===== src/rtl/mhng_pkg.sv =====
// Shared types, constants and codes for the MIDI harmonic note generator.
// Used by every module of the block; depends on nothing else.
package mhng_pkg;

  // Default sizes of the block
  localparam int unsigned ActiveDepth   = 8;
  localparam int unsigned HarmonicCount = 8;
  localparam int unsigned QueueDepth    = 2;

  // Harmonics 2..8 map to level slots 0..6
  localparam int unsigned NumLevels = 7;
  localparam int unsigned LvlIdxW   = 3;
  localparam logic [LvlIdxW-1:0] LastLevel = 3'd6;

  // Semitone offset of each harmonic above its root, slot 0 first
  localparam logic [NumLevels-1:0][5:0] Semis =
    {6'd36, 6'd34, 6'd31, 6'd28, 6'd24, 6'd19, 6'd12};

  // Velocity scaling: floor(x / 100) = (x * VelRecip) >> VelShift for x < 43690
  localparam logic [12:0] VelRecip = 13'd5243;
  localparam int unsigned VelShift = 19;
  localparam logic [6:0]  VelMax   = 7'd127;
  localparam logic [6:0]  VelMin   = 7'd1;

  // MIDI codes
  localparam logic [3:0] StatusNoteOff = 4'h8;
  localparam logic [3:0] StatusNoteOn  = 4'h9;
  localparam logic [3:0] StatusControl = 4'hB;
  localparam logic [6:0] AllOffCc      = 7'd123;
  localparam logic [7:0] NoteMax       = 8'd127;

  // Configuration port
  localparam int unsigned AddrW = 5;
  localparam int unsigned DataW = 32;

  typedef enum logic [2:0] {
    REG_ENABLE  = 3'd0,
    REG_LEVEL_2 = 3'd1,
    REG_LEVEL_3 = 3'd2,
    REG_LEVEL_4 = 3'd3,
    REG_LEVEL_5 = 3'd4,
    REG_LEVEL_6 = 3'd5,
    REG_LEVEL_7 = 3'd6,
    REG_LEVEL_8 = 3'd7
  } reg_idx_e;

  typedef struct packed {
    logic                        harmonic_enable;
    logic [NumLevels-1:0][6:0]   level;
  } cfg_t;

  // Channel payloads
  typedef struct packed {
    logic [7:0]  status_byte;
    logic [6:0]  first_data;
    logic [6:0]  second_data;
    logic [15:0] sample_offset;
  } in_item_t;

  typedef struct packed {
    logic [7:0]  out_status;
    logic [6:0]  out_first;
    logic [6:0]  out_second;
    logic [15:0] out_offset;
    logic        last_of_run;
    logic        table_overflow;
  } out_item_t;

  // Classified command handed from front to back
  typedef enum logic [1:0] {
    CMD_PASS     = 2'd0,
    CMD_NOTE_ON  = 2'd1,
    CMD_NOTE_OFF = 2'd2,
    CMD_ALL_OFF  = 2'd3
  } cmd_kind_e;

  typedef struct packed {
    cmd_kind_e             kind;
    in_item_t              evt;
    logic [NumLevels-1:0]  elig;
  } cmd_t;

  // Back-end sequencer
  typedef enum logic [2:0] {
    ST_IDLE  = 3'd0,
    ST_FIRST = 3'd1,
    ST_HMUL  = 3'd2,
    ST_HOUT  = 3'd3,
    ST_SCAN  = 3'd4,
    ST_REL   = 3'd5,
    ST_SHIFT = 3'd6
  } back_state_e;

endpackage


===== src/rtl/mhng_regs.sv =====
// APB-style configuration registers: harmonic enable and seven levels.
// Depends on mhng_pkg.
module mhng_regs (
  input  logic                        clk_i,
  input  logic                        rst_ni,
  input  logic                        psel,
  input  logic                        penable,
  input  logic                        pwrite,
  input  logic [mhng_pkg::AddrW-1:0]  paddr,
  input  logic [mhng_pkg::DataW-1:0]  pwdata,
  output logic [mhng_pkg::DataW-1:0]  prdata,
  output logic                        pready,
  output mhng_pkg::cfg_t              cfg_o
);

  mhng_pkg::cfg_t     cfg_q, cfg_d;
  mhng_pkg::reg_idx_e idx;
  logic               wr_en;
  logic [mhng_pkg::LvlIdxW-1:0] lvl_idx;

  assign idx     = mhng_pkg::reg_idx_e'(paddr[4:2]);
  assign lvl_idx = mhng_pkg::LvlIdxW'(paddr[4:2] - 3'd1);
  assign wr_en   = psel && penable && pwrite;
  assign pready  = 1'b1;
  assign cfg_o   = cfg_q;

  // Decode a write into the addressed register
  always_comb begin
    cfg_d = cfg_q;
    if (wr_en) begin
      if (idx == mhng_pkg::REG_ENABLE) begin
        cfg_d.harmonic_enable = pwdata[0];
      end else begin
        cfg_d.level[lvl_idx] = pwdata[6:0];
      end
    end
  end

  always_ff @(posedge clk_i or negedge rst_ni) begin
    if (!rst_ni) begin
      cfg_q <= '0;
    end else begin
      cfg_q <= cfg_d;
    end
  end

  // Read back the addressed register
  always_comb begin
    if (idx == mhng_pkg::REG_ENABLE) begin
      prdata = mhng_pkg::DataW'(cfg_q.harmonic_enable);
    end else begin
      prdata = mhng_pkg::DataW'(cfg_q.level[lvl_idx]);
    end
  end

endmodule


===== src/rtl/mhng_front.sv =====
// Front end: accepts input events, classifies them and picks eligible harmonics.
// Depends on mhng_pkg; feeds mhng_queue.
module mhng_front #(
  parameter int unsigned HarmonicCount = mhng_pkg::HarmonicCount
) (
  input  logic               in_valid_i,
  output logic               in_ready_o,
  input  mhng_pkg::in_item_t in_data_i,
  input  mhng_pkg::cfg_t     cfg_i,
  input  logic               q_full_i,
  output logic               q_push_o,
  output mhng_pkg::cmd_t     q_data_o
);

  logic [3:0]                     kind_nib;
  logic [7:0]                     note_sum [mhng_pkg::NumLevels];
  mhng_pkg::cmd_kind_e            cmd_kind;
  logic [mhng_pkg::NumLevels-1:0] elig;

  assign kind_nib   = in_data_i.status_byte[7:4];
  assign in_ready_o = !q_full_i;
  assign q_push_o   = in_valid_i && !q_full_i;

  // Classify the event
  always_comb begin
    cmd_kind = mhng_pkg::CMD_PASS;
    if (cfg_i.harmonic_enable) begin
      if (kind_nib == mhng_pkg::StatusNoteOn && in_data_i.second_data != 7'd0) begin
        cmd_kind = mhng_pkg::CMD_NOTE_ON;
      end else if (kind_nib inside {mhng_pkg::StatusNoteOff, mhng_pkg::StatusNoteOn}) begin
        cmd_kind = mhng_pkg::CMD_NOTE_OFF;
      end else if (kind_nib == mhng_pkg::StatusControl &&
                   in_data_i.first_data == mhng_pkg::AllOffCc) begin
        cmd_kind = mhng_pkg::CMD_ALL_OFF;
      end
    end
  end

  // Mark harmonics with a usable level whose shifted note stays in range
  always_comb begin
    for (int h = 0; h < mhng_pkg::NumLevels; h++) begin
      note_sum[h] = 8'(in_data_i.first_data) + 8'(mhng_pkg::Semis[h]);
      elig[h] = (cmd_kind == mhng_pkg::CMD_NOTE_ON) &&
                (h < int'(HarmonicCount) - 1) &&
                (cfg_i.level[h] > 7'd1) &&
                (note_sum[h] <= mhng_pkg::NoteMax);
    end
  end

  // Assemble the command for the queue
  always_comb begin
    q_data_o.kind = cmd_kind;
    q_data_o.evt  = in_data_i;
    q_data_o.elig = elig;
  end

endmodule


===== src/rtl/mhng_queue.sv =====
// Short command queue between the front and back ends.
// Depends on mhng_pkg for the command type.
module mhng_queue #(
  parameter int unsigned Depth = mhng_pkg::QueueDepth
) (
  input  logic           clk_i,
  input  logic           rst_ni,
  input  logic           push_i,
  input  mhng_pkg::cmd_t push_data_i,
  output logic           full_o,
  input  logic           pop_i,
  output logic           valid_o,
  output mhng_pkg::cmd_t pop_data_o
);

  localparam int unsigned PtrW = (Depth > 1) ? $clog2(Depth) : 1;
  localparam int unsigned CntW = $clog2(Depth + 1);

  mhng_pkg::cmd_t    mem_q [Depth];
  logic [PtrW-1:0]   wr_ptr_q, rd_ptr_q;
  logic [CntW-1:0]   cnt_q;
  logic              do_push, do_pop;

  assign full_o     = (cnt_q == CntW'(Depth));
  assign valid_o    = (cnt_q != '0);
  assign pop_data_o = mem_q[rd_ptr_q];
  assign do_push    = push_i && !full_o;
  assign do_pop     = pop_i && valid_o;

  // Store an entry
  always_ff @(posedge clk_i) begin
    if (do_push) begin
      mem_q[wr_ptr_q] <= push_data_i;
    end
  end

  // Advance pointers and fill count
  always_ff @(posedge clk_i or negedge rst_ni) begin
    if (!rst_ni) begin
      wr_ptr_q <= '0;
      rd_ptr_q <= '0;
      cnt_q    <= '0;
    end else begin
      if (do_push) begin
        wr_ptr_q <= (wr_ptr_q == PtrW'(Depth - 1)) ? '0 : wr_ptr_q + 1'b1;
      end
      if (do_pop) begin
        rd_ptr_q <= (rd_ptr_q == PtrW'(Depth - 1)) ? '0 : rd_ptr_q + 1'b1;
      end
      if (do_push && !do_pop) begin
        cnt_q <= cnt_q + 1'b1;
      end else if (do_pop && !do_push) begin
        cnt_q <= cnt_q - 1'b1;
      end
    end
  end

endmodule


===== src/rtl/mhng_back.sv =====
// Back end: sequences the results of one command, keeps the active-note table
// and holds the output register. Depends on mhng_pkg.
module mhng_back #(
  parameter int unsigned ActiveDepth = mhng_pkg::ActiveDepth
) (
  input  logic                clk_i,
  input  logic                rst_ni,
  input  mhng_pkg::cfg_t      cfg_i,
  input  logic                q_valid_i,
  input  mhng_pkg::cmd_t      q_data_i,
  output logic                q_pop_o,
  output logic                out_valid_o,
  input  logic                out_ready_i,
  output mhng_pkg::out_item_t out_data_o
);

  localparam int unsigned IdxW = (ActiveDepth > 1) ? $clog2(ActiveDepth) : 1;
  localparam int unsigned CntW = $clog2(ActiveDepth + 1);
  localparam int unsigned L    = mhng_pkg::NumLevels;

  mhng_pkg::back_state_e state_q, state_d;

  // Command in progress
  mhng_pkg::cmd_t          cmd_q;
  logic [ActiveDepth-1:0]  hit_q, hitnz_q, hit_d, hitnz_d;
  logic                    ovf_q;
  logic [mhng_pkg::LvlIdxW-1:0] h_q;
  logic [IdxW-1:0]         idx_q;
  logic [6:0]              cur_root_q;
  logic [L-1:0]            cur_mask_q;
  logic [13:0]             prod_q;

  // Active-note table, oldest entry at index 0
  logic [6:0]              slot_root_q [ActiveDepth];
  logic [L-1:0]            slot_mask_q [ActiveDepth];
  logic [CntW-1:0]         count_q;

  // Output register
  logic                    out_valid_q;
  mhng_pkg::out_item_t     out_q;

  logic                    emit_req, out_free, step, h_last, table_full;
  mhng_pkg::out_item_t     res;
  logic [3:0]              chan;
  logic [26:0]             scaled;
  logic [7:0]              vel_raw;
  logic [6:0]              vel;
  logic [7:0]              harm_note;
  logic [L-1:0]            above_h;
  logic [ActiveDepth-1:0]  below_idx;

  assign chan        = cmd_q.evt.status_byte[3:0];
  assign out_free    = !out_valid_q || out_ready_i;
  assign step        = !emit_req || out_free;
  assign h_last      = (h_q == mhng_pkg::LastLevel);
  assign table_full  = (count_q >= CntW'(ActiveDepth));
  assign above_h     = ~((L'(2) << h_q) - L'(1));
  assign below_idx   = (ActiveDepth'(1) << idx_q) - ActiveDepth'(1);
  assign out_valid_o = out_valid_q;
  assign out_data_o  = out_q;

  // Scale velocity by level / 100 and clamp to 1..127
  assign scaled    = 27'(prod_q) * 27'(mhng_pkg::VelRecip);
  assign vel_raw   = scaled[26:mhng_pkg::VelShift];
  assign harm_note = 8'(cmd_q.evt.first_data) + 8'(mhng_pkg::Semis[h_q]);
  always_comb begin
    if (vel_raw == 8'd0) begin
      vel = mhng_pkg::VelMin;
    end else if (vel_raw > 8'(mhng_pkg::VelMax)) begin
      vel = mhng_pkg::VelMax;
    end else begin
      vel = vel_raw[6:0];
    end
  end

  // Match the table against a note-off root at the queue head
  always_comb begin
    for (int i = 0; i < ActiveDepth; i++) begin
      hit_d[i]   = (q_data_i.kind == mhng_pkg::CMD_NOTE_OFF) &&
                   (CntW'(i) < count_q) &&
                   (slot_root_q[i] == q_data_i.evt.first_data);
      hitnz_d[i] = hit_d[i] && (slot_mask_q[i] != '0);
    end
  end

  // Next state
  always_comb begin
    state_d = state_q;
    case (state_q)
      mhng_pkg::ST_IDLE: begin
        if (q_valid_i) state_d = mhng_pkg::ST_FIRST;
      end
      mhng_pkg::ST_FIRST: begin
        if (step) begin
          if (cmd_q.elig != '0)      state_d = mhng_pkg::ST_HMUL;
          else if (hit_q != '0)      state_d = mhng_pkg::ST_SCAN;
          else                       state_d = mhng_pkg::ST_IDLE;
        end
      end
      mhng_pkg::ST_HMUL: state_d = mhng_pkg::ST_HOUT;
      mhng_pkg::ST_HOUT: begin
        if (step) state_d = h_last ? mhng_pkg::ST_IDLE : mhng_pkg::ST_HMUL;
      end
      mhng_pkg::ST_SCAN: begin
        if (hit_q[idx_q])         state_d = mhng_pkg::ST_REL;
        else if (idx_q == '0)     state_d = mhng_pkg::ST_IDLE;
      end
      mhng_pkg::ST_REL: begin
        if (step && h_last) state_d = mhng_pkg::ST_SHIFT;
      end
      mhng_pkg::ST_SHIFT: begin
        state_d = (idx_q == '0) ? mhng_pkg::ST_IDLE : mhng_pkg::ST_SCAN;
      end
      default: state_d = mhng_pkg::ST_IDLE;
    endcase
  end

  // Outputs of each state
  always_comb begin
    q_pop_o  = 1'b0;
    emit_req = 1'b0;
    res      = '0;
    res.out_offset     = cmd_q.evt.sample_offset;
    res.table_overflow = ovf_q;
    case (state_q)
      mhng_pkg::ST_IDLE: q_pop_o = q_valid_i;
      mhng_pkg::ST_FIRST: begin
        emit_req        = 1'b1;
        res.out_status  = cmd_q.evt.status_byte;
        res.out_first   = cmd_q.evt.first_data;
        res.out_second  = cmd_q.evt.second_data;
        res.last_of_run = (cmd_q.elig == '0) && (hitnz_q == '0);
      end
      mhng_pkg::ST_HOUT: begin
        emit_req        = cmd_q.elig[h_q];
        res.out_status  = {mhng_pkg::StatusNoteOn, chan};
        res.out_first   = harm_note[6:0];
        res.out_second  = vel;
        res.last_of_run = (cmd_q.elig & above_h) == '0;
      end
      mhng_pkg::ST_REL: begin
        emit_req        = cur_mask_q[h_q];
        res.out_status  = {mhng_pkg::StatusNoteOff, chan};
        res.out_first   = 7'(8'(cur_root_q) + 8'(mhng_pkg::Semis[h_q]));
        res.out_second  = '0;
        res.last_of_run = ((cur_mask_q & above_h) == '0) &&
                          ((hitnz_q & below_idx) == '0);
      end
      default: begin
      end
    endcase
  end

  // Sequencer registers
  always_ff @(posedge clk_i or negedge rst_ni) begin
    if (!rst_ni) begin
      state_q <= mhng_pkg::ST_IDLE;
      hit_q   <= '0;
      hitnz_q <= '0;
      ovf_q   <= 1'b0;
      h_q     <= '0;
      idx_q   <= '0;
    end else begin
      state_q <= state_d;
      case (state_q)
        mhng_pkg::ST_IDLE: begin
          if (q_valid_i) begin
            hit_q   <= hit_d;
            hitnz_q <= hitnz_d;
            ovf_q   <= (q_data_i.kind == mhng_pkg::CMD_NOTE_ON) && table_full;
          end
        end
        mhng_pkg::ST_FIRST: begin
          h_q   <= '0;
          idx_q <= IdxW'(ActiveDepth - 1);
        end
        mhng_pkg::ST_HOUT, mhng_pkg::ST_REL: begin
          if (step && !h_last) h_q <= h_q + 1'b1;
        end
        mhng_pkg::ST_SCAN: begin
          h_q <= '0;
          if (!hit_q[idx_q] && idx_q != '0) idx_q <= idx_q - 1'b1;
        end
        mhng_pkg::ST_SHIFT: begin
          if (idx_q != '0) idx_q <= idx_q - 1'b1;
        end
        default: begin
        end
      endcase
    end
  end

  // Command payload, product and current release entry
  always_ff @(posedge clk_i) begin
    if (state_q == mhng_pkg::ST_IDLE && q_valid_i) begin
      cmd_q <= q_data_i;
    end
    if (state_q == mhng_pkg::ST_HMUL) begin
      prod_q <= 14'(cmd_q.evt.second_data) * 14'(cfg_i.level[h_q]);
    end
    if (state_q == mhng_pkg::ST_SCAN) begin
      cur_root_q <= slot_root_q[idx_q];
      cur_mask_q <= slot_mask_q[idx_q];
    end
  end

  // Table fill count: push, remove, clear
  always_ff @(posedge clk_i or negedge rst_ni) begin
    if (!rst_ni) begin
      count_q <= '0;
    end else if (state_q == mhng_pkg::ST_IDLE && q_valid_i) begin
      if (q_data_i.kind == mhng_pkg::CMD_ALL_OFF) begin
        count_q <= '0;
      end else if (q_data_i.kind == mhng_pkg::CMD_NOTE_ON && !table_full) begin
        count_q <= count_q + 1'b1;
      end
    end else if (state_q == mhng_pkg::ST_SHIFT) begin
      count_q <= count_q - 1'b1;
    end
  end

  // Table entries: append a note-on, close the gap of a released entry
  always_ff @(posedge clk_i) begin
    if (state_q == mhng_pkg::ST_IDLE && q_valid_i &&
        q_data_i.kind == mhng_pkg::CMD_NOTE_ON && !table_full) begin
      slot_root_q[count_q[IdxW-1:0]] <= q_data_i.evt.first_data;
      slot_mask_q[count_q[IdxW-1:0]] <= q_data_i.elig;
    end else if (state_q == mhng_pkg::ST_SHIFT) begin
      for (int j = 0; j < int'(ActiveDepth) - 1; j++) begin
        if (IdxW'(j) >= idx_q) begin
          slot_root_q[j] <= slot_root_q[j+1];
          slot_mask_q[j] <= slot_mask_q[j+1];
        end
      end
    end
  end

  // Output register: load on emit, drop when taken
  always_ff @(posedge clk_i or negedge rst_ni) begin
    if (!rst_ni) begin
      out_valid_q <= 1'b0;
    end else if (emit_req && out_free) begin
      out_valid_q <= 1'b1;
    end else if (out_ready_i) begin
      out_valid_q <= 1'b0;
    end
  end

  always_ff @(posedge clk_i) begin
    if (emit_req && out_free) begin
      out_q <= res;
    end
  end

endmodule


===== src/rtl/midi_harmonic_note_generator.sv =====
// MIDI harmonic note generator: front classifier, command queue, back sequencer
// with active-note table and APB-style registers. Depends on mhng_pkg.
//
// Every input event comes back first unchanged; with harmonics enabled a
// note-on adds up to seven harmonic note-ons and is recorded in an
// ActiveDepth-entry table, and a note-off releases every recorded entry of
// that root, newest first, with velocity-0 note-offs. Results leave one per
// cycle at most. In the back sequencer, a note-on with at least one harmonic
// takes a multiply and an output step per harmonic slot, and a note-off that
// matches scans the table and, for each released entry, steps through the
// seven harmonic slots and then shifts the table. The two-entry command queue
// takes further events while the back is busy. The table starts empty after
// reset; no clearing pass is needed.
module midi_harmonic_note_generator #(
  parameter int unsigned ActiveDepth   = mhng_pkg::ActiveDepth,
  parameter int unsigned HarmonicCount = mhng_pkg::HarmonicCount
) (
  input  logic                        clk_i,
  input  logic                        rst_ni,
  input  logic                        in_valid_i,
  output logic                        in_ready_o,
  input  mhng_pkg::in_item_t          in_data_i,
  output logic                        out_valid_o,
  input  logic                        out_ready_i,
  output mhng_pkg::out_item_t         out_data_o,
  input  logic                        psel,
  input  logic                        penable,
  input  logic                        pwrite,
  input  logic [mhng_pkg::AddrW-1:0]  paddr,
  input  logic [mhng_pkg::DataW-1:0]  pwdata,
  output logic [mhng_pkg::DataW-1:0]  prdata,
  output logic                        pready
);

  mhng_pkg::cfg_t cfg;
  mhng_pkg::cmd_t push_cmd, head_cmd;
  logic           q_full, q_push, q_valid, q_pop;

  mhng_regs u_regs (
    .clk_i   (clk_i),
    .rst_ni  (rst_ni),
    .psel    (psel),
    .penable (penable),
    .pwrite  (pwrite),
    .paddr   (paddr),
    .pwdata  (pwdata),
    .prdata  (prdata),
    .pready  (pready),
    .cfg_o   (cfg)
  );

  mhng_front #(
    .HarmonicCount (HarmonicCount)
  ) u_front (
    .in_valid_i (in_valid_i),
    .in_ready_o (in_ready_o),
    .in_data_i  (in_data_i),
    .cfg_i      (cfg),
    .q_full_i   (q_full),
    .q_push_o   (q_push),
    .q_data_o   (push_cmd)
  );

  mhng_queue #(
    .Depth (mhng_pkg::QueueDepth)
  ) u_queue (
    .clk_i       (clk_i),
    .rst_ni      (rst_ni),
    .push_i      (q_push),
    .push_data_i (push_cmd),
    .full_o      (q_full),
    .pop_i       (q_pop),
    .valid_o     (q_valid),
    .pop_data_o  (head_cmd)
  );

  mhng_back #(
    .ActiveDepth (ActiveDepth)
  ) u_back (
    .clk_i       (clk_i),
    .rst_ni      (rst_ni),
    .cfg_i       (cfg),
    .q_valid_i   (q_valid),
    .q_data_i    (head_cmd),
    .q_pop_o     (q_pop),
    .out_valid_o (out_valid_o),
    .out_ready_i (out_ready_i),
    .out_data_o  (out_data_o)
  );

endmodule


===== config.mk =====
export PLATFORM = sky130hd
export DESIGN_NAME = midi_harmonic_note_generator
export DESIGN_NICKNAME = d
export VERILOG_FILES = /design/src/rtl/mhng_pkg.sv /design/src/rtl/mhng_regs.sv /design/src/rtl/mhng_front.sv /design/src/rtl/mhng_queue.sv /design/src/rtl/mhng_back.sv /design/src/rtl/midi_harmonic_note_generator.sv
export SDC_FILE = /design/constraint.sdc
export NUM_CORES = 1
export LEC_CHECK = 0
export ABC_AREA = 1
export BUFFER_PORTS_ARGS = -buffer_cell sky130_fd_sc_hd__buf_2
export CORE_UTILIZATION = 36
export CTS_CLUSTER_SIZE = 12
export DETAILED_ROUTE_END_ITERATION = 8
export SLEW_MARGIN = 10
export SYNTH_ARGS = -nofsm -noshare
export SYNTH_HDL_FRONTEND = slang
export SYNTH_HIERARCHICAL = 1
export SYNTH_SLANG_ARGS = --single-unit

===== constraint.sdc =====
create_clock -name clk_i -period 5.4 [get_ports clk_i]
set_input_delay 1.08 -clock clk_i [delete_from_list [all_inputs] [get_ports clk_i]]
set_output_delay 1.08 -clock clk_i [all_outputs]
set_load 0.02 [all_outputs]

Word level (Yosys, flattened, before mapping):

Memory sizes are Yosys's and may differ from the RTL's. A register that Yosys moved wholly into a read port is not among the register bits.
Cells that the tools add are included.

* shift-type cells: 2
* bitwise operators: 5
* mux-type cells: 89
* add/subtract/negate cells: 20
* multipliers: 2
* reductions and logical operators: 108
* $lt $le $gt $ge: 35
* equality and inequality tests: 33

Operators with widths (number)
* 7-bit nonzero test: 10
* 22-bit case mux with 3 select lines: 1
* 1-bit logical AND: 59
* 7-bit equality test: 8
* 8-bit by 7-bit <= comparator with 1-bit output (second input constant): 7
* 7-bit 2-to-1 mux: 8
* 49-bit bitwise mux: 1
* 7-bit by 1-bit greater-than comparator with 1-bit output (second input constant): 7
* 7-bit binary-select mux with 3-bit select: 2
* 1-bit 2-to-1 mux: 42
* 3-bit 2-to-1 mux: 14
* 7-bit by 5-bit adder with 8-bit output (second input constant): 4
* 14-bit by 13-bit multiplier with 27-bit output (second input constant): 1
* 8-bit logical NOT: 3
* 7-bit demux with 3-bit select: 1
* 7-bit logical NOT: 3
* 3-bit case mux with 7 select lines: 1
* 7-bit by 6-bit adder with 8-bit output (second input constant): 2
* 3-bit by 4-bit < comparator with 1-bit output (first input constant): 4
* 4-bit 2-to-1 mux: 4
* 7-bit by 6-bit adder with 7-bit output: 2
* 7-bit AND: 2
* 7-bit by 7-bit multiplier with 14-bit output: 1
* 2-bit 2-to-1 mux: 7
* 50 further kinds: 100

* bits in writable memories: 206
* memories kept: 4
* ROM bits: 48
* word-level logic and storage cells: 329
* output and inout bits: 75
* flip-flop bits (word level): 184
* input port bits: 82

Memory list
* u_queue.mem_q: words 2, bits a word 47, rd ports 1, clocked after Yosys merged registers in 0, wr ports 1, line mhng_queue.sv:19 `mhng_pkg::cmd_t mem_q [Depth];`
* u_back.slot_mask_q: words 8, bits a word 7, rd ports 9, clocked after Yosys merged registers in 1, wr ports 7, line mhng_back.sv:35 `logic [L-1:0] slot_mask_q [ActiveDepth];`
* u_back.slot_root_q: words 8, bits a word 7, rd ports 9, clocked after Yosys merged registers in 1, wr ports 7, line mhng_back.sv:34 `logic [6:0] slot_root_q [ActiveDepth];`
* (no name shown): words 8, bits a word 6, rd ports 1, clocked after Yosys merged registers in 0, wr ports 0, line mhng_back.sv:65 `assign harm_note = 8'(cmd_q.evt.first_data) + 8'(mhng_pkg::Semis[h_q]);`

Depth between registers and ports, before layout:

* word-level depth: 9
* depth in mapped cells: 27
* gate-level depth less buffers: 26

Cells and area by module:

The synthesis kept the hierarchy.

Modules (own cells, without submodules)
* mhng_back: instances 1, sequential area each 7532.2 um^2, cells an instance 2021, area each 18311.3 um^2
* mhng_queue: instances 1, sequential area each 2922.8 um^2, cells an instance 277, area each 3637.2 um^2
* mhng_regs: instances 1, sequential area each 1251.2 um^2, cells an instance 386, area each 2867.8 um^2
* mhng_front: instances 1, sequential area each 0.0 um^2, cells an instance 123, area each 671.9 um^2

Worst setup path after synthesis:

No wires, ideal clock.

* path kind: register -> register
* start: reg u_back/h_q[0] (netlist name)
* end: reg u_back.prod_q[12], data pin
* clock period less this slack: 5064 ps
* cell stages (with the launch flop): 28
* setup slack: 336 ps
* path buffers: 2
* data required time: 5148 ps
* arrival time: 4812 ps
* setup time: 252 ps
* cell sequence: dfrtp_1 > inv_1 > clkbuf_1 > clkbuf_1 > nor2_1 > o22ai_1 > nand2_1 > nand2_1 > nand2_1 > fa_1 > inv_1 > ha_1 > inv_1 > fa_1 > fa_1 > inv_1 > ha_1 > a21oi_1 > nand2_1 > nand2_1 > nand2_1 > a21oi_1 > o21ai_0 > a21o_1 > a21oi_1 > inv_1 > nand2_1 > nand2_1

* word-level cells in the longest chain between the ends: 3

Ends and longest elaborated chain
* start, declared: line mhng_back.sv:27 `logic [mhng_pkg::LvlIdxW-1:0] h_q;`
* start signal, assigned: line mhng_back.sv:178 `if (step && !h_last) h_q <= h_q + 1'b1;`
* 7-bit binary-select mux with 3-bit select: line mhng_back.sv:199 `prod_q <= 14'(cmd_q.evt.second_data) * 14'(cfg_i.level[h_q]);`
* 7-bit 2-to-1 mux (not written as such): line mhng_back.sv:199
* 7-bit by 7-bit multiplier with 14-bit output: line mhng_back.sv:199
* end signal, assigned: line mhng_back.sv:199
* end, declared: line mhng_back.sv:31 `logic [13:0] prod_q;`

No other way between the ends. The select of a mux whose other input is x is not followed.
A chain may end at the register's enable or synchronous reset.

Worst setup path after layout:

* start: reg u_back.prod_q[8]
* end: reg u_back.out_q, in the netlist u_back/out_data_o[18], data pin

* word-level cells in the longest chain between the ends: 5
* elaborated cells on any way between the ends: 6
* classes of those cells: 1 x mul; 1 x order compare; 3 x mux; 1 x reduce/logical

Ends and longest elaborated chain
* 14-bit by 13-bit multiplier with 27-bit output *: line mhng_back.sv:63 `assign scaled = 27'(prod_q) * 27'(mhng_pkg::VelRecip);`
* 8-bit by 7-bit greater-than comparator with 1-bit output: line mhng_back.sv:69 `end else if (vel_raw > 8'(mhng_pkg::VelMax)) begin`
* 7-bit 2-to-1 mux: line mhng_back.sv:69
* 7-bit 2-to-1 mux *: line mhng_back.sv:67 `if (vel_raw == 8'd0) begin`
* 22-bit case mux with 3 select lines *: line mhng_back.sv:125 `case (state_q)`
* end signal, assigned: line mhng_back.sv:251 `out_q <= res;`
* end, declared: line mhng_back.sv:40 `mhng_pkg::out_item_t out_q;`

Mark *: on every way between the ends. The rest lies on a longest branch, timed or not.

==> results_dict.tcl <==
set metrics [dict create \
    total_cell_area_at_the_placement_stage_um2 26800 \
    worst_slew_margin_rel_pct 27.2 \
    worst-endpoint-arrival_ns 5.54 \
    instances_no_fill 3856 \
    endpoint_kind "flop" \
    synth-seq-cells 404 \
    grt_antenna_before_repair 6 \
    violations "DRC" \
    async_flop_share_pct 21.0 \
    row_count 97 \
    clock_path_buffers 3 \
    drt_drc_violations_left 1 \
    ys_warn_count 6 \
    rsz0062_at_grt "false" \
    result_of_the_run "finished with violations" \
    final.min_clock_period_ns 5.08 \
    layout-drive-gt1-share_pct 10.1 \
    gp_routability_congestion 0.935 \
    first_pass_iters 8 \
    regToRegSetupSlack_ns 0.32 \
    htree_levels 2 \
    nFillCells 7004 \
    dieArea_um2 71900 \
    cts-root-buf "sky130_fd_sc_hd__clkbuf_16" \
    cts.reportedPaths.clkPinSlew_ns 0.06 \
    cap_viol_max_count 0 \
    via_count 19200 \
    synth_enable_flop_cells 319 \
    floorplan.initialDensity_pct 36.4 \
    min_delay_worst_type "flop to flop" \
    timing.critical_path.from_type "flop" \
    dp.cells 3771 \
    insertion_delay_ns 0.60 \
    die_h_um 268 \
    criticalPathCategory "flop to flop" \
    hold_viol 0 \
    yosys-top-cells-count "730 x sky130_fd_sc_hd__nand2_1, 368 x sky130_fd_sc_hd__inv_1, 319 x sky130_fd_sc_hd__edfxtp_1" \
    cell_type_contributing_the_most_total_cell_area_after_synthesis "sky130_fd_sc_hd__edfxtp_1" \
    timing.critical_path.fanout_max 6 \
    layout-area-overhead-vs-synth_pct 10.7 \
    globalRouteTotalUtil_pct 18.8 \
    dominant_cell_by_count_in_the_synthesized_netlist "sky130_fd_sc_hd__nand2_1" \
    post-synth-top-area-fraction_pct 37.6 \
    synth_area_per_cell_um2 9.08 \
    dpl.hpwl_um 49300 \
    grt_pass1_wl_um 104000 \
    sequential_element_share_of_the_synthesized_area_pct 45.9 \
    first_global_vias 18600 \
    boundaryPins 157 \
    drt_first_iter_violations 1545 \
    post_drt_wl_per_cell_um 17.3 \
    clock.fmax_mhz 197 \
    cts.sink_count 404 \
    netlist_area_um2 25500 \
    wl_um 66600 \
    pin_count_of_the_biggest_net_entering_global_routing 71 \
    syn-instance-count 2807 \
    final_design_area_no_fill_um2 28200 \
    setup_tns_ns 0 \
    port_buffers 103 \
    core_area_um2 70000 \
    tritoncts "built" \
    synth_area_leaders "sky130_fd_sc_hd__edfxtp_1 38%, sky130_fd_sc_hd__nand2_1 11%, sky130_fd_sc_hd__dfrtp_1 8.3%" \
    post_synth_num_cell_types 58 \
    timing.final.crit_share_pct 94.1 \
    report.final.slew_viol_count 0 \
    die_w_um 268 \
    slew_at_the_pin_closest_to_its_max_slew_limit_ns 1.09 \
    synth_ff_type "sky130_fd_sc_hd__edfxtp_1" \
    cts_buffers 44 \
    critical_path_rt_ns 5.86 \
    nets 3202 \
    finClkSkew_ns 0.0376 \
    final_util_pct 40.3 \
    detail_route.vias_per_cell 4.97 \
    antenna_nets_post_route 0 \
    global_route.overflow_total 0 \
    setup_violation_total_in_the_final_timing_report 0 \
]
-- routing by layer --
layer  vias to the layer above  share of wire, %  track usage (%)
met5                         -             0.017                0
met4                         2               3.3             6.76
met3                       116               6.7             3.71
met2                       576                46             30.2
met1                      9137                44             25.1
li1                       9328                 -                -
-- critical path: stages (launching register included) --
cell and delay [ns]:
sky130_fd_sc_hd__edfxtp_1 0.55, sky130_fd_sc_hd__ha_1 0.41, sky130_fd_sc_hd__fa_1 0.52, sky130_fd_sc_hd__fa_1 0.51, sky130_fd_sc_hd__inv_1 0.05, sky130_fd_sc_hd__fa_1 0.46, sky130_fd_sc_hd__fa_1 0.54, sky130_fd_sc_hd__inv_1 0.04
sky130_fd_sc_hd__ha_1 0.32, sky130_fd_sc_hd__nand2_1 0.08, sky130_fd_sc_hd__nand2_1 0.09, sky130_fd_sc_hd__a21oi_1 0.20, sky130_fd_sc_hd__nor2_1 0.07, sky130_fd_sc_hd__o21bai_1 0.26, sky130_fd_sc_hd__nand3_1 0.12, sky130_fd_sc_hd__nand2_1 0.09
sky130_fd_sc_hd__nand2_1 0.13, sky130_fd_sc_hd__nor2_1 0.21, sky130_fd_sc_hd__nand3_1 0.10, sky130_fd_sc_hd__nand2_1 0.06, sky130_fd_sc_hd__nand2_1 0.04, sky130_fd_sc_hd__nand2_1 0.08
-- cells in the final DEF (no fill, tap or decap), types with 65 or more instances in the layout --
cell type                  count
sky130_fd_sc_hd__nand2_1     730
sky130_fd_sc_hd__o21ai_0     249
sky130_fd_sc_hd__buf_2       102
sky130_fd_sc_hd__a21oi_1      65
sky130_fd_sc_hd__edfxtp_1    319
sky130_fd_sc_hd__ha_1        152
sky130_fd_sc_hd__nand3_1      72
sky130_fd_sc_hd__fa_1         88
sky130_fd_sc_hd__inv_1       365
sky130_fd_sc_hd__dfrtp_1      83
sky130_fd_sc_hd__nor2_1      207
-- path summary, 6_finish.rpt --
kind | from | endpoint | depth (start not counted)
worst max-delay path | u_back/prod_q[8] | u_back/out_data_o[18] | 21
worst min-delay path | u_back/cmd_q[11] | u_back/out_data_o[6] | 0
max in group asynchronous | rst_ni | u_queue/rd_ptr_q | 2
worst max register to register | u_back/prod_q[8] | u_back/out_data_o[18] | 21
worst min register to register | u_back/cmd_q[11] | u_back/out_data_o[6] | 0
min in group asynchronous | rst_ni | u_regs/cfg_o[49] | 1
-- flip-flops by register name (all words and copies together), names as in the netlist, 8 cells and up --
register            cells
u_back/cmd_q           41
u_back/prod_q          14
u_back/hitnz_q          8
u_back/hit_q            8
u_back/slot_mask_q     56
u_back/slot_root_q     56
u_regs/cfg_o           50
u_back/out_data_o      40
u_queue/mem_q          94
-- per-stage QoR --
stage	hold slack (ns)	setup slack, ns
3_5_place_dp	0.406	0.212
4_1_cts	0.406	0.222
3_3_place_gp	0.402	0.236
2_1_floorplan	0.400	0.336
5_1_grt	0.421	0.00208
6_report	0.403	0.319
-- final cells by class --
class | count | area [um2] | share of cell area, %
Antenna cell | 4 | 10.0 | 0.0355
Clock buffer | 59 | 1190 | 4.21
Clock inverter | 19 | 220 | 0.780
Inverter | 377 | 1420 | 5.05
Multi-Input combinational cell | 1904 | 11600 | 41.2
Sequential cell | 404 | 11700 | 41.5
Tap cell | 940 | 1180 | 4.17
Timing Repair Buffer | 149 | 876 | 3.10
-- cell families after synthesis --
family          Yosys count  share of synthesized area (%)
other cells               2                         0.0295
flops                   404                           45.9
simple gates           1118                           18.2
mux                       1                         0.0442
compound gates          460                           10.4
xor+xnor                 59                           2.03
fa+ha+maj               240                           14.4
buf+inv                 523                           9.01
-- timing repair --
action                     4_1_cts  5_1_grt
setup endpoints to repair        0        3
setup buffers                    0        3
gates resized for setup          0        4
hold buffers                     0        0
Power is not shown: default switching activity piles up to over one toggle a cycle in this logic, so the estimate is an artifact.
